File: src/rtl/core/sfs_pkg.sv
// ----------------------------------------------------------------------------
// sfs_pkg
// Shared types and constants for the sprite frame sequencer.
// ----------------------------------------------------------------------------
`default_nettype none

package sfs_pkg;

  // Upper bound on the number of frames in a sequence
  localparam int FRAME_LIMIT = 64;

  localparam int TIMER_W = 24;
  localparam int FRAME_W = 7;
  localparam int CFG_IDX_W = 2;
  localparam int CFG_DATA_W = 24;

  // Reset values of the configuration registers
  localparam logic [FRAME_W-1:0] FRAME_COUNT_RST    = 7'd1;
  localparam logic [2:0]         ANIM_MODE_RST      = 3'd0;
  localparam logic [TIMER_W-1:0] FRAME_DURATION_RST = 24'd25600;

  typedef enum logic [2:0] {
    ACT_TICK       = 3'd0,
    ACT_START      = 3'd1,
    ACT_STOP       = 3'd2,
    ACT_SET_FRAME  = 3'd3,
    ACT_SET_ACTIVE = 3'd4
  } action_t;

  typedef enum logic [2:0] {
    MODE_LOOP      = 3'd0,
    MODE_ONCE_GONE = 3'd1,
    MODE_ONCE_STAY = 3'd2,
    MODE_ONCE_BACK = 3'd3,
    MODE_PING_PONG = 3'd4
  } anim_mode_t;

  typedef enum logic [CFG_IDX_W-1:0] {
    REG_FRAME_COUNT    = 2'd0,
    REG_ANIM_MODE      = 2'd1,
    REG_FRAME_DURATION = 2'd2
  } cfg_reg_t;

  // Sequencer state carried from one transaction to the next
  typedef struct packed {
    logic [TIMER_W-1:0] timer;
    logic [FRAME_W-1:0] frame;
    logic               backward;
    logic               running;
    logic               visible;
  } seq_state_t;

  // Configuration as seen by the step logic
  typedef struct packed {
    logic [FRAME_W-1:0] frame_count;
    logic [2:0]         anim_mode;
    logic [TIMER_W-1:0] frame_duration;
  } seq_cfg_t;

endpackage

`default_nettype wire

File: src/rtl/core/sfs_if.sv
// ----------------------------------------------------------------------------
// sfs_in_if / sfs_out_if
// Valid/ready channels for sequencer commands and status results.
// ----------------------------------------------------------------------------
`default_nettype none

interface sfs_in_if;
  logic       valid;
  logic       ready;
  logic [2:0] action;
  logic [15:0] elapsed;
  logic [5:0] frame_req;
  logic       active_req;

  modport source (output valid, action, elapsed, frame_req, active_req, input ready);
  modport sink   (input valid, action, elapsed, frame_req, active_req, output ready);
endinterface

interface sfs_out_if;
  logic       valid;
  logic       ready;
  logic [6:0] frame_index;
  logic       is_animating;
  logic       is_active;
  logic       frame_changed;

  modport source (output valid, frame_index, is_animating, is_active, frame_changed,
                  input ready);
  modport sink   (input valid, frame_index, is_animating, is_active, frame_changed,
                  output ready);
endinterface

`default_nettype wire

File: src/rtl/core/sfs_step.sv
// ----------------------------------------------------------------------------
// sfs_step
// Next-state logic for one command: timer, frame stepping, end-of-sequence.
// ----------------------------------------------------------------------------
`default_nettype none

module sfs_step
  import sfs_pkg::*;
(
  input  seq_state_t  cur,
  input  seq_cfg_t    cfg,
  input  logic [2:0]  action,
  input  logic [15:0] elapsed,
  input  logic [5:0]  frame_req,
  input  logic        active_req,
  output seq_state_t  nxt
);

  logic [FRAME_W-1:0] eff_count;
  logic [TIMER_W:0]   sum;
  logic [TIMER_W-1:0] sat;
  logic               at_zero_back;
  logic [FRAME_W:0]   step_raw;
  logic               past_end;
  seq_state_t         stepped;

  // Frame counts above the limit behave as the limit
  assign eff_count = (int'(cfg.frame_count) > FRAME_LIMIT) ?
                     FRAME_W'(FRAME_LIMIT) : cfg.frame_count;

  assign sum = {1'b0, cur.timer} + (TIMER_W+1)'(elapsed);
  assign sat = sum[TIMER_W] ? {TIMER_W{1'b1}} : sum[TIMER_W-1:0];

  assign at_zero_back = cur.backward && (cur.frame == '0);
  assign step_raw = cur.backward ? ({1'b0, cur.frame} - 1'b1)
                                 : ({1'b0, cur.frame} + 1'b1);
  assign past_end = !at_zero_back && (step_raw >= {1'b0, eff_count});

  // One frame step after the timer expires
  always_comb begin
    stepped       = cur;
    stepped.timer = '0;
    if (past_end) begin
      case (cfg.anim_mode)
        MODE_LOOP: begin
          stepped.frame = '0;
        end
        MODE_ONCE_GONE: begin
          stepped.frame   = eff_count;
          stepped.running = 1'b0;
          stepped.visible = 1'b0;
        end
        MODE_ONCE_STAY: begin
          stepped.frame   = (eff_count == '0) ? '0 : eff_count - 1'b1;
          stepped.running = 1'b0;
        end
        MODE_ONCE_BACK: begin
          stepped.frame   = '0;
          stepped.running = 1'b0;
        end
        default: begin
          // ping-pong: reversing undoes the step, frame stays put
          stepped.backward = !cur.backward;
        end
      endcase
    end else if (at_zero_back) begin
      stepped.frame = '0;
      if (cfg.anim_mode >= MODE_PING_PONG) begin
        stepped.backward = 1'b0;
      end
    end else begin
      stepped.frame = step_raw[FRAME_W-1:0];
    end
  end

  always_comb begin
    nxt = cur;
    unique case (action)
      ACT_TICK: begin
        if (cur.running) begin
          if (sat > cfg.frame_duration) begin
            nxt = stepped;
          end else begin
            nxt.timer = sat;
          end
        end
      end
      ACT_START: begin
        nxt.visible = 1'b1;
        nxt.running = 1'b1;
        nxt.frame   = '0;
      end
      ACT_STOP: begin
        nxt.running = 1'b0;
      end
      ACT_SET_FRAME: begin
        if ({1'b0, frame_req} < eff_count) begin
          nxt.frame = FRAME_W'(frame_req);
        end
      end
      ACT_SET_ACTIVE: begin
        nxt.visible = active_req && (eff_count != '0);
      end
      default: begin
        nxt = cur;
      end
    endcase
  end

endmodule

`default_nettype wire

File: src/rtl/core/sprite_frame_sequencer.sv
// ----------------------------------------------------------------------------
// sprite_frame_sequencer
// Sprite animation frame sequencer with a valid/ready command channel.
// ----------------------------------------------------------------------------
// Usage:
//   in_if  carries one command per transaction: tick (elapsed time, 8 fraction
//          bits), start, stop, set frame or set active.
//   out_if returns exactly one status transaction per command: frame index,
//          animating and visible flags, and whether the frame changed.
//   cfg_*  writes frame_count (0), anim_mode (1) and frame_duration (2);
//          write only while no command is in flight.
// A command accepted at a clock edge shows its status from that edge onward in
// the output register. Throughput is one command per cycle while the receiver
// does not stall; the whole update (saturating timer add, duration compare,
// frame step) sits between the channel and the state/result registers.
// When the receiver stalls, the status holds in the output register and
// in_if.ready drops until it is taken; with the output empty or being drained,
// the next command is accepted in the same cycle.
// Reset (synchronous, active low) clears the state to frame 0, stopped,
// hidden, forward, timer zero; config returns to 1 frame, loop, 100.0 time.
// ----------------------------------------------------------------------------
`default_nettype none

module sprite_frame_sequencer
  import sfs_pkg::*;
(
  input  wire logic                  clk,
  input  wire logic                  rst_n,
  sfs_in_if.sink                     in_if,
  sfs_out_if.source                  out_if,
  input  wire logic                  cfg_we,
  input  wire logic [CFG_IDX_W-1:0]  cfg_index,
  input  wire logic [CFG_DATA_W-1:0] cfg_wdata
);

  seq_cfg_t   cfg_r;
  seq_state_t state_r;
  seq_state_t state_nxt;

  logic             out_valid_r;
  logic [FRAME_W-1:0] frame_index_r;
  logic             is_animating_r;
  logic             is_active_r;
  logic             frame_changed_r;
  logic             in_fire;

  // Accept, outside reset, whenever the result register is empty or being drained
  assign in_if.ready = rst_n && (!out_valid_r || out_if.ready);
  assign in_fire     = in_if.valid && in_if.ready;

  // Configuration registers; writes beyond the list are dropped
  always_ff @(posedge clk) begin
    if (!rst_n) begin
      cfg_r.frame_count    <= FRAME_COUNT_RST;
      cfg_r.anim_mode      <= ANIM_MODE_RST;
      cfg_r.frame_duration <= FRAME_DURATION_RST;
    end else if (cfg_we) begin
      unique case (cfg_index)
        REG_FRAME_COUNT:    cfg_r.frame_count    <= cfg_wdata[FRAME_W-1:0];
        REG_ANIM_MODE:      cfg_r.anim_mode      <= cfg_wdata[2:0];
        REG_FRAME_DURATION: cfg_r.frame_duration <= cfg_wdata[TIMER_W-1:0];
        default: ;
      endcase
    end
  end

  sfs_step u_step (
    .cur        (state_r),
    .cfg        (cfg_r),
    .action     (in_if.action),
    .elapsed    (in_if.elapsed),
    .frame_req  (in_if.frame_req),
    .active_req (in_if.active_req),
    .nxt        (state_nxt)
  );

  // State advances only on an accepted transaction
  always_ff @(posedge clk) begin
    if (!rst_n) begin
      state_r <= '0;
    end else if (in_fire) begin
      state_r <= state_nxt;
    end
  end

  always_ff @(posedge clk) begin
    if (!rst_n) begin
      out_valid_r <= 1'b0;
    end else if (in_fire) begin
      out_valid_r <= 1'b1;
    end else if (out_if.ready) begin
      out_valid_r <= 1'b0;
    end
  end

  // Result payload: status after the command is applied
  always_ff @(posedge clk) begin
    if (in_fire) begin
      frame_index_r   <= state_nxt.frame;
      is_animating_r  <= state_nxt.running;
      is_active_r     <= state_nxt.visible;
      frame_changed_r <= (state_nxt.frame != state_r.frame);
    end
  end

  assign out_if.valid         = out_valid_r;
  assign out_if.frame_index   = frame_index_r;
  assign out_if.is_animating  = is_animating_r;
  assign out_if.is_active     = is_active_r;
  assign out_if.frame_changed = frame_changed_r;

endmodule

`default_nettype wire

File: src/flat_wrapper.sv
// flat-port wrapper written by rule: the top's interface ports become plain ports
module sprite_frame_sequencer_flat import sfs_pkg::*;
  (clk, rst_n, cfg_we, cfg_index, cfg_wdata, in_if_valid, in_if_action, in_if_elapsed, in_if_frame_req, in_if_active_req, in_if_ready, out_if_valid, out_if_frame_index, out_if_is_animating, out_if_is_active, out_if_frame_changed, out_if_ready);
  sfs_in_if in_if_i ();
  sfs_out_if out_if_i ();
  input  wire logic clk;
  input  wire logic rst_n;
  input  wire logic cfg_we;
  input  wire logic [CFG_IDX_W-1:0] cfg_index;
  input  wire logic [CFG_DATA_W-1:0] cfg_wdata;
  input wire logic [$bits(in_if_i.valid)-1:0] in_if_valid;
  input wire logic [$bits(in_if_i.action)-1:0] in_if_action;
  input wire logic [$bits(in_if_i.elapsed)-1:0] in_if_elapsed;
  input wire logic [$bits(in_if_i.frame_req)-1:0] in_if_frame_req;
  input wire logic [$bits(in_if_i.active_req)-1:0] in_if_active_req;
  output wire logic [$bits(in_if_i.ready)-1:0] in_if_ready;
  output wire logic [$bits(out_if_i.valid)-1:0] out_if_valid;
  output wire logic [$bits(out_if_i.frame_index)-1:0] out_if_frame_index;
  output wire logic [$bits(out_if_i.is_animating)-1:0] out_if_is_animating;
  output wire logic [$bits(out_if_i.is_active)-1:0] out_if_is_active;
  output wire logic [$bits(out_if_i.frame_changed)-1:0] out_if_frame_changed;
  input wire logic [$bits(out_if_i.ready)-1:0] out_if_ready;
  assign in_if_i.valid = in_if_valid;
  assign in_if_i.action = in_if_action;
  assign in_if_i.elapsed = in_if_elapsed;
  assign in_if_i.frame_req = in_if_frame_req;
  assign in_if_i.active_req = in_if_active_req;
  assign in_if_ready = in_if_i.ready;
  assign out_if_valid = out_if_i.valid;
  assign out_if_frame_index = out_if_i.frame_index;
  assign out_if_is_animating = out_if_i.is_animating;
  assign out_if_is_active = out_if_i.is_active;
  assign out_if_frame_changed = out_if_i.frame_changed;
  assign out_if_i.ready = out_if_ready;
  sprite_frame_sequencer u_core (.clk(clk), .rst_n(rst_n), .in_if(in_if_i), .out_if(out_if_i), .cfg_we(cfg_we), .cfg_index(cfg_index), .cfg_wdata(cfg_wdata));
endmodule
File: config.mk
export PLATFORM = sky130hd
export DESIGN_NAME = sprite_frame_sequencer_flat
export DESIGN_NICKNAME = d
export VERILOG_FILES = /design/src/rtl/core/sfs_pkg.sv /design/src/rtl/core/sfs_if.sv /design/src/rtl/core/sfs_step.sv /design/src/rtl/core/sprite_frame_sequencer.sv /design/src/flat_wrapper.sv
export SDC_FILE = /design/constraint.sdc
export NUM_CORES = 1
export LEC_CHECK = 0
export BUFFER_PORTS_ARGS = -buffer_cell sky130_fd_sc_hd__buf_2
export CAP_MARGIN = 10
export CORE_ASPECT_RATIO = 1.4
export CORE_UTILIZATION = 29
export DETAILED_ROUTE_END_ITERATION = 8
export PLACE_DENSITY = 0.56
export SYNTH_ARGS = -nofsm -noshare
export SYNTH_HDL_FRONTEND = slang
export SYNTH_HIERARCHICAL = 1
export SYNTH_SLANG_ARGS = --single-unit
File: constraint.sdc
create_clock -name clk -period 6.8 [get_ports clk]
set_input_delay 1.7 -clock clk [delete_from_list [all_inputs] [get_ports clk]]
set_output_delay 1.7 -clock clk [all_outputs]
set_load 0.05 [all_outputs]
Word level (Yosys, flattened, before mapping)
Cells that the tools add are included.
{ "word_totals": {"input_bits": 57, "register_bits": 79, "output_inout_bits": 12, "elab_cells": 81} }
{ "op_classes": {"eq_ne": 11, "order_cmp": 5, "add_sub_neg": 4, "n_reduce_logical": 26, "mux": 22} }
{ "ops": {"columns": ["cell", "n"], "rows": [
  ["$mux 24", 2],
  ["$pmux 7 s3", 2],
  ["$mux 7", 4],
  ["$add 24x16->25", 1],
  ["$gt 24x24->1", 1],
  ["$mux 10", 2],
  ["$mux 8", 2],
  ["$logic_not 7->1", 2],
  ["$eq 3x2->1 const B", 4],
  ["$add 7x1->8 const B", 1],
  ["$ge 8x7->1", 1],
  ["$sub 7x1->8 const B", 1],
  ["$gt 7x7->1 const B", 1],
  ["$lt 6x7->1", 1],
  ["$mux 1", 7],
  ["$ne 7x7->1", 1],
  ["$reduce_and 7->1", 1],
  ["$reduce_bool 7->1", 1],
  ["$sub 7x1->7 const B", 1],
  ["$eq 3x1->1 const B", 2],
  ["$logic_not 3->1", 2],
  ["$pmux 1 s3", 2],
  ["$reduce_and 2->1", 3],
  ["$reduce_bool 2->1", 3],
  ["14 further kinds", 20]
]} }

Longest topological paths before layout
{ "depth": {"ltp_word": 10, "ltp_mapped": 21, "ltp_nobuf": 20} }

Cells and area by module
Netlist, hierarchy kept.
{ "modules_own_cells": {"columns": ["mod", "seq_area_each_um2", "area_each_um2", "cells_each", "n_inst"], "rows": [
  ["sfs_step", 0.0, 3423.3, 504, 1],
  ["sprite_frame_sequencer", 1681.6, 3154.3, 310, 1]
]} }

Worst setup path after synthesis
No wires, ideal clock.
{ "synth_timing": {"kind": "in2reg", "startpoint": "input in_if_elapsed[0]", "endpoint": "register u_core.frame_changed_r, in the netlist u_core/out_if.frame_changed (data pin)", "n_path_buf": 0, "t_required_ns": 6.533, "slack_ns": 0.543, "arrival_ns": 5.990, "setup_time_ns": 0.267, "stages": 20, "path_cell_list": "ha_1 fa_1 a211oi_1 o21ai_2 o2111a_1 o211ai_2 a21boi_1 nand3_1 mux2_2 ha_1 nand4_1 nor3_1 nand4_1 o211ai_1 nand3_1 a21o_2 a221o_1 xor2_1 nor4_1 nand4_1"} }
{ "synth_lines": {"columns": ["item", "line", "text"], "rows": [
  ["start, declared", "flat_wrapper.sv:13", "input wire logic [$bits(in_if_i.elapsed)-1:0] in_if_elapsed;"],
  ["end signal, assigned", "sprite_frame_sequencer.sv:102", "frame_changed_r <= (state_nxt.frame != state_r.frame);"],
  ["end, declared", "sprite_frame_sequencer.sv:44", "logic frame_changed_r;"]
]} }

==> impl_metrics.csv <==
group,metric,value,unit
global_routing,grt_pass1_vias,5704,
global_routing,grt_first_pass_wirelength,29000,µm
die,initial_core_util,29.9,%
die,io_pins,69,
run_status,outcome,"completed",
worst_setup_path,crit_chain,"buf_2 -> ha_1 -> fa_1 -> a211oi_2 -> o21ai_2 -> o2111a_1 -> o211ai_2 -> a21boi_1 -> nand3_1 -> mux2_2 -> ha_1 -> nand4_1 -> nor3_1 -> nand4_1 -> o211ai_1 -> nand3_1 -> a21o_2 -> a221o_1 -> xor2_1 -> nor4_1 -> nand4_1",
logic_synthesis,synthXorXnorAreaFrac,3.99,%
finish,areaGrowthSynthToFinish,14.0,%
logic_synthesis,synth_mux_area_share,8.01,%
routing,vias,5880,
logic_synthesis,synth_top_family_by_area,"simple AND/OR/NAND/NOR gates",
die,core,22000,µm²
routing,drcViolationCount,0,
worst_setup_path,slowest_stage,"fa_1",
worst_setup_path,crit_family,"compound AO/OA/AOI/OAI gates",
logic_synthesis,synth.largest_area_cell,"dfxtp_1",
clock_tree,ctsHoldBuffers,0,
logic_synthesis,synth-simple-area-share,21.2,%
logic_synthesis,syn_nets,933,
finish,n_antenna_cell,0,
clock_tree,clock_latency,340,ps
worst_setup_path,cpPeakStageDelay,440,ps
worst_setup_path,critPathMaxFanout,6,
sta,timing.final.crit_share,94.4,%
routing,drt-initial-drc-count,404,
clock_tree,post_cts_resize_count,0,
sta,skew,11.6,ps
power_and_ir_drop,leakage,3.28,nW
global_routing,track_usage,16.3,%
routing,routed_wl,18600,µm
routing,drt-wirelength-per-cell,15.9,µm
routing,postRouteAntennaNets,0,
hold_path,worst_hold_path_type,"flip-flop to flip-flop",
sta,timing.final.ws_setup,381,ps
clock_tree,clock-sinks,79,
sta,worst_slew_pin_slew,1100,ps
routing,via_per_inst,5.02,
logic_synthesis,synth-compound-area-share,20.9,%
sta,hold-worst-slack,463,ps
placement,io_buffer_count,68,
finish,n_fill_cell,2329,
sta,fin_crit,6420,ps
global_routing,antenna_found_initial,0,
worst_setup_path,cp-end-kind,"flip-flop",
placement,gp_congestion,0.856,
logic_synthesis,ys_seq_area_share,25.6,%
die,die-width,129,µm
clock_tree,postCtsSetupBuffers,0,
sta,max_slew_margin,24.7,%
finish,fin_area,7500,µm²
logic_synthesis,synth_ff_type,"dfxtp_1",
logic_synthesis,synth_cell_type_count,82,
worst_setup_path,cp_num_buf_inv,1,
sta,hold_viol,0,
clock_tree,tritoncts,"built",
worst_setup_path,crit_top_cell,"nand4_1",
worst_setup_path,crit_arrival,6500,ps
worst_setup_path,start_kind,"input pin",
placement,post-place-ws,-43.9,ps
run,cap_violations,0,
clock_tree,root_buffer,"clkbuf_16",
global_routing,overflow,0,
logic_synthesis,synth_top_cells_by_count,"139 x nand2_1, 77 x inv_1, 69 x dfxtp_1",
finish,layout-drive-gt1-share,16.8,%
worst_setup_path,setup.worst_path.class,"input pin to flip-flop",
sta,setup_tns,0,ps
logic_synthesis,synth_most_common_cell,"nand2_1",
clock_tree,clkTransAtPathRegs,60,ps
clock_tree,htreeDepth,3,
logic_synthesis,async_reset_ff_share,0,%
global_routing,grt_start_max_net_pins,72,
routing,first_pass_iters,5,
logic_synthesis,synth.cell_area,6580,µm²
logic_synthesis,synth_cells,814,
logic_synthesis,synth_enable_flop_cells,10,
clock_tree,ctsLongestPathBuffers,2,
logic_synthesis,ys_ff_latch,79,
finish,nets,989,
sta,setup_viol,0,
power_and_ir_drop,ir_worst_vdd,0.000102,V
clock_tree,cts_made_buffers,9,
sta,fmax,156,MHz
die,placementRows,64,
die,die_area,23300,µm²
worst_setup_path,cp.required,6880,ps
placement,placed_area,7160,µm²
logic_synthesis,yosysWarnings,6,
logic_synthesis,synth-adder-area-share,12.0,%
power_and_ir_drop,powerDensity,170,nW/µm²
sta,drv_slew,0,
logic_synthesis,avgSynthCellArea,8.08,µm²
placement,hpwl,14600,µm
logic_synthesis,synth_top_area_share,21.0,%
sta,grt_setup_unrepaired,"false",
die,die_y,180,µm
logic_synthesis,netlist_top_cells_area,"dfxtp_1 21%, ha_1 11%, nand2_1 7.9%",
sequential cells by signal (all words and copies together) (netlist names):
register and flops:
u_core/out_if.is_animating 1, u_core/out_if.is_active 1, u_core/cfg_r 34, u_core/out_if.valid 1, u_core/out_if.frame_changed 1, u_core/state_r 34
u_core/out_if.frame_index 7
power breakdown:
group / switching, mW / internal, mW
combinational: 0.138 / 0.0872
sequential: 0.0103 / 0.485
clock: 0.209 / 0.345
total: 0.357 / 0.918
metrics by stage:
step | util, % | cells | total power, mW
2_1_floorplan | - | 814 | 0.662
4_1_cts | 34.0 | 1172 | 1.29
3_3_place_gp | 32.5 | 1156 | 0.730
3_5_place_dp | 32.5 | 1156 | 0.731
6_report | 34.0 | 1172 | 1.28
5_1_grt | 34.0 | 1172 | 1.32
routing by layer:
layer  track usage (%)  wire, µm  up-vias
li1                  -         -     2980
met1              16.9      7360     2744
met2              30.9     10000      109
met3              1.69       361       47
met4              9.18       893        0
met5                 0         0        -
layout by cell type, fill, tap and decap left out, types with 4 or more instances in the layout:
master     netlist  layout
a21boi_0         5       5
o21bai_1         4       4
ha_1            60      60
o211ai_1        11      11
a21oi_1         34      34
nor3_1          13      13
nand2b_1         4       4
xor2_1          13      13
and3_1           9       9
nor2b_1         14      14
xnor2_1         17      17
buf_4            4      15
clkbuf_16        0      10
nand3_1         19      19
and2_1           6       6
nor2_1          40      40
mux2_2           5       5
a21boi_2        17      17
edfxtp_1        10      10
nand2_1        139     139
or2_2            7       7
nand4_1         12      12
a221o_1          5       5
inv_1           77      77
dfxtp_1         69      69
nor4_1           7       7
o21a_1           8       8
o21ai_0         28      28
a211oi_1        11       9
a31o_2           4       4
a21o_1          12      12
buf_2            8      68
o31ai_1          8       8
mux2i_1         47      47
final cells by class:
class / count / area, µm² / area share [%]
multi-input combinational: 619 / 4360 / 58.2
tap: 297 / 372 / 4.96
clock inverter: 4 / 76.3 / 1.02
clock buffer: 12 / 258 / 3.44
inverter: 78 / 293 / 3.91
timing repair buffer: 83 / 453 / 6.04
sequential: 79 / 1680 / 22.4
final timing paths:
kind,startpoint,to,slack [ps],depth (start not counted)
worst max-delay path,in_if_elapsed[0],u_core/out_if.frame_changed,380,21
worst min-delay path,u_core/cfg_r[18],u_core/cfg_r[18],460,2
worst max register to register,u_core/state_r[10],u_core/out_if.frame_changed,1480,20
worst min register to register,u_core/cfg_r[18],u_core/cfg_r[18],460,2
worst min-delay path: stages, from the launching register on:
cell and delay [ps]:
dfxtp_1 310, nand2_1 70, a21boi_2 50
logic make-up (layout without fill, tap and decap cells):
kind of cell,Yosys count,after routing
compound gates,186,186
xor+xnor,30,30
mux,52,52
flops,79,79
simple gates,289,289
fa+ha+maj,62,62
buf+inv,116,177
Note: power is estimated with default switching activity, not from simulation.
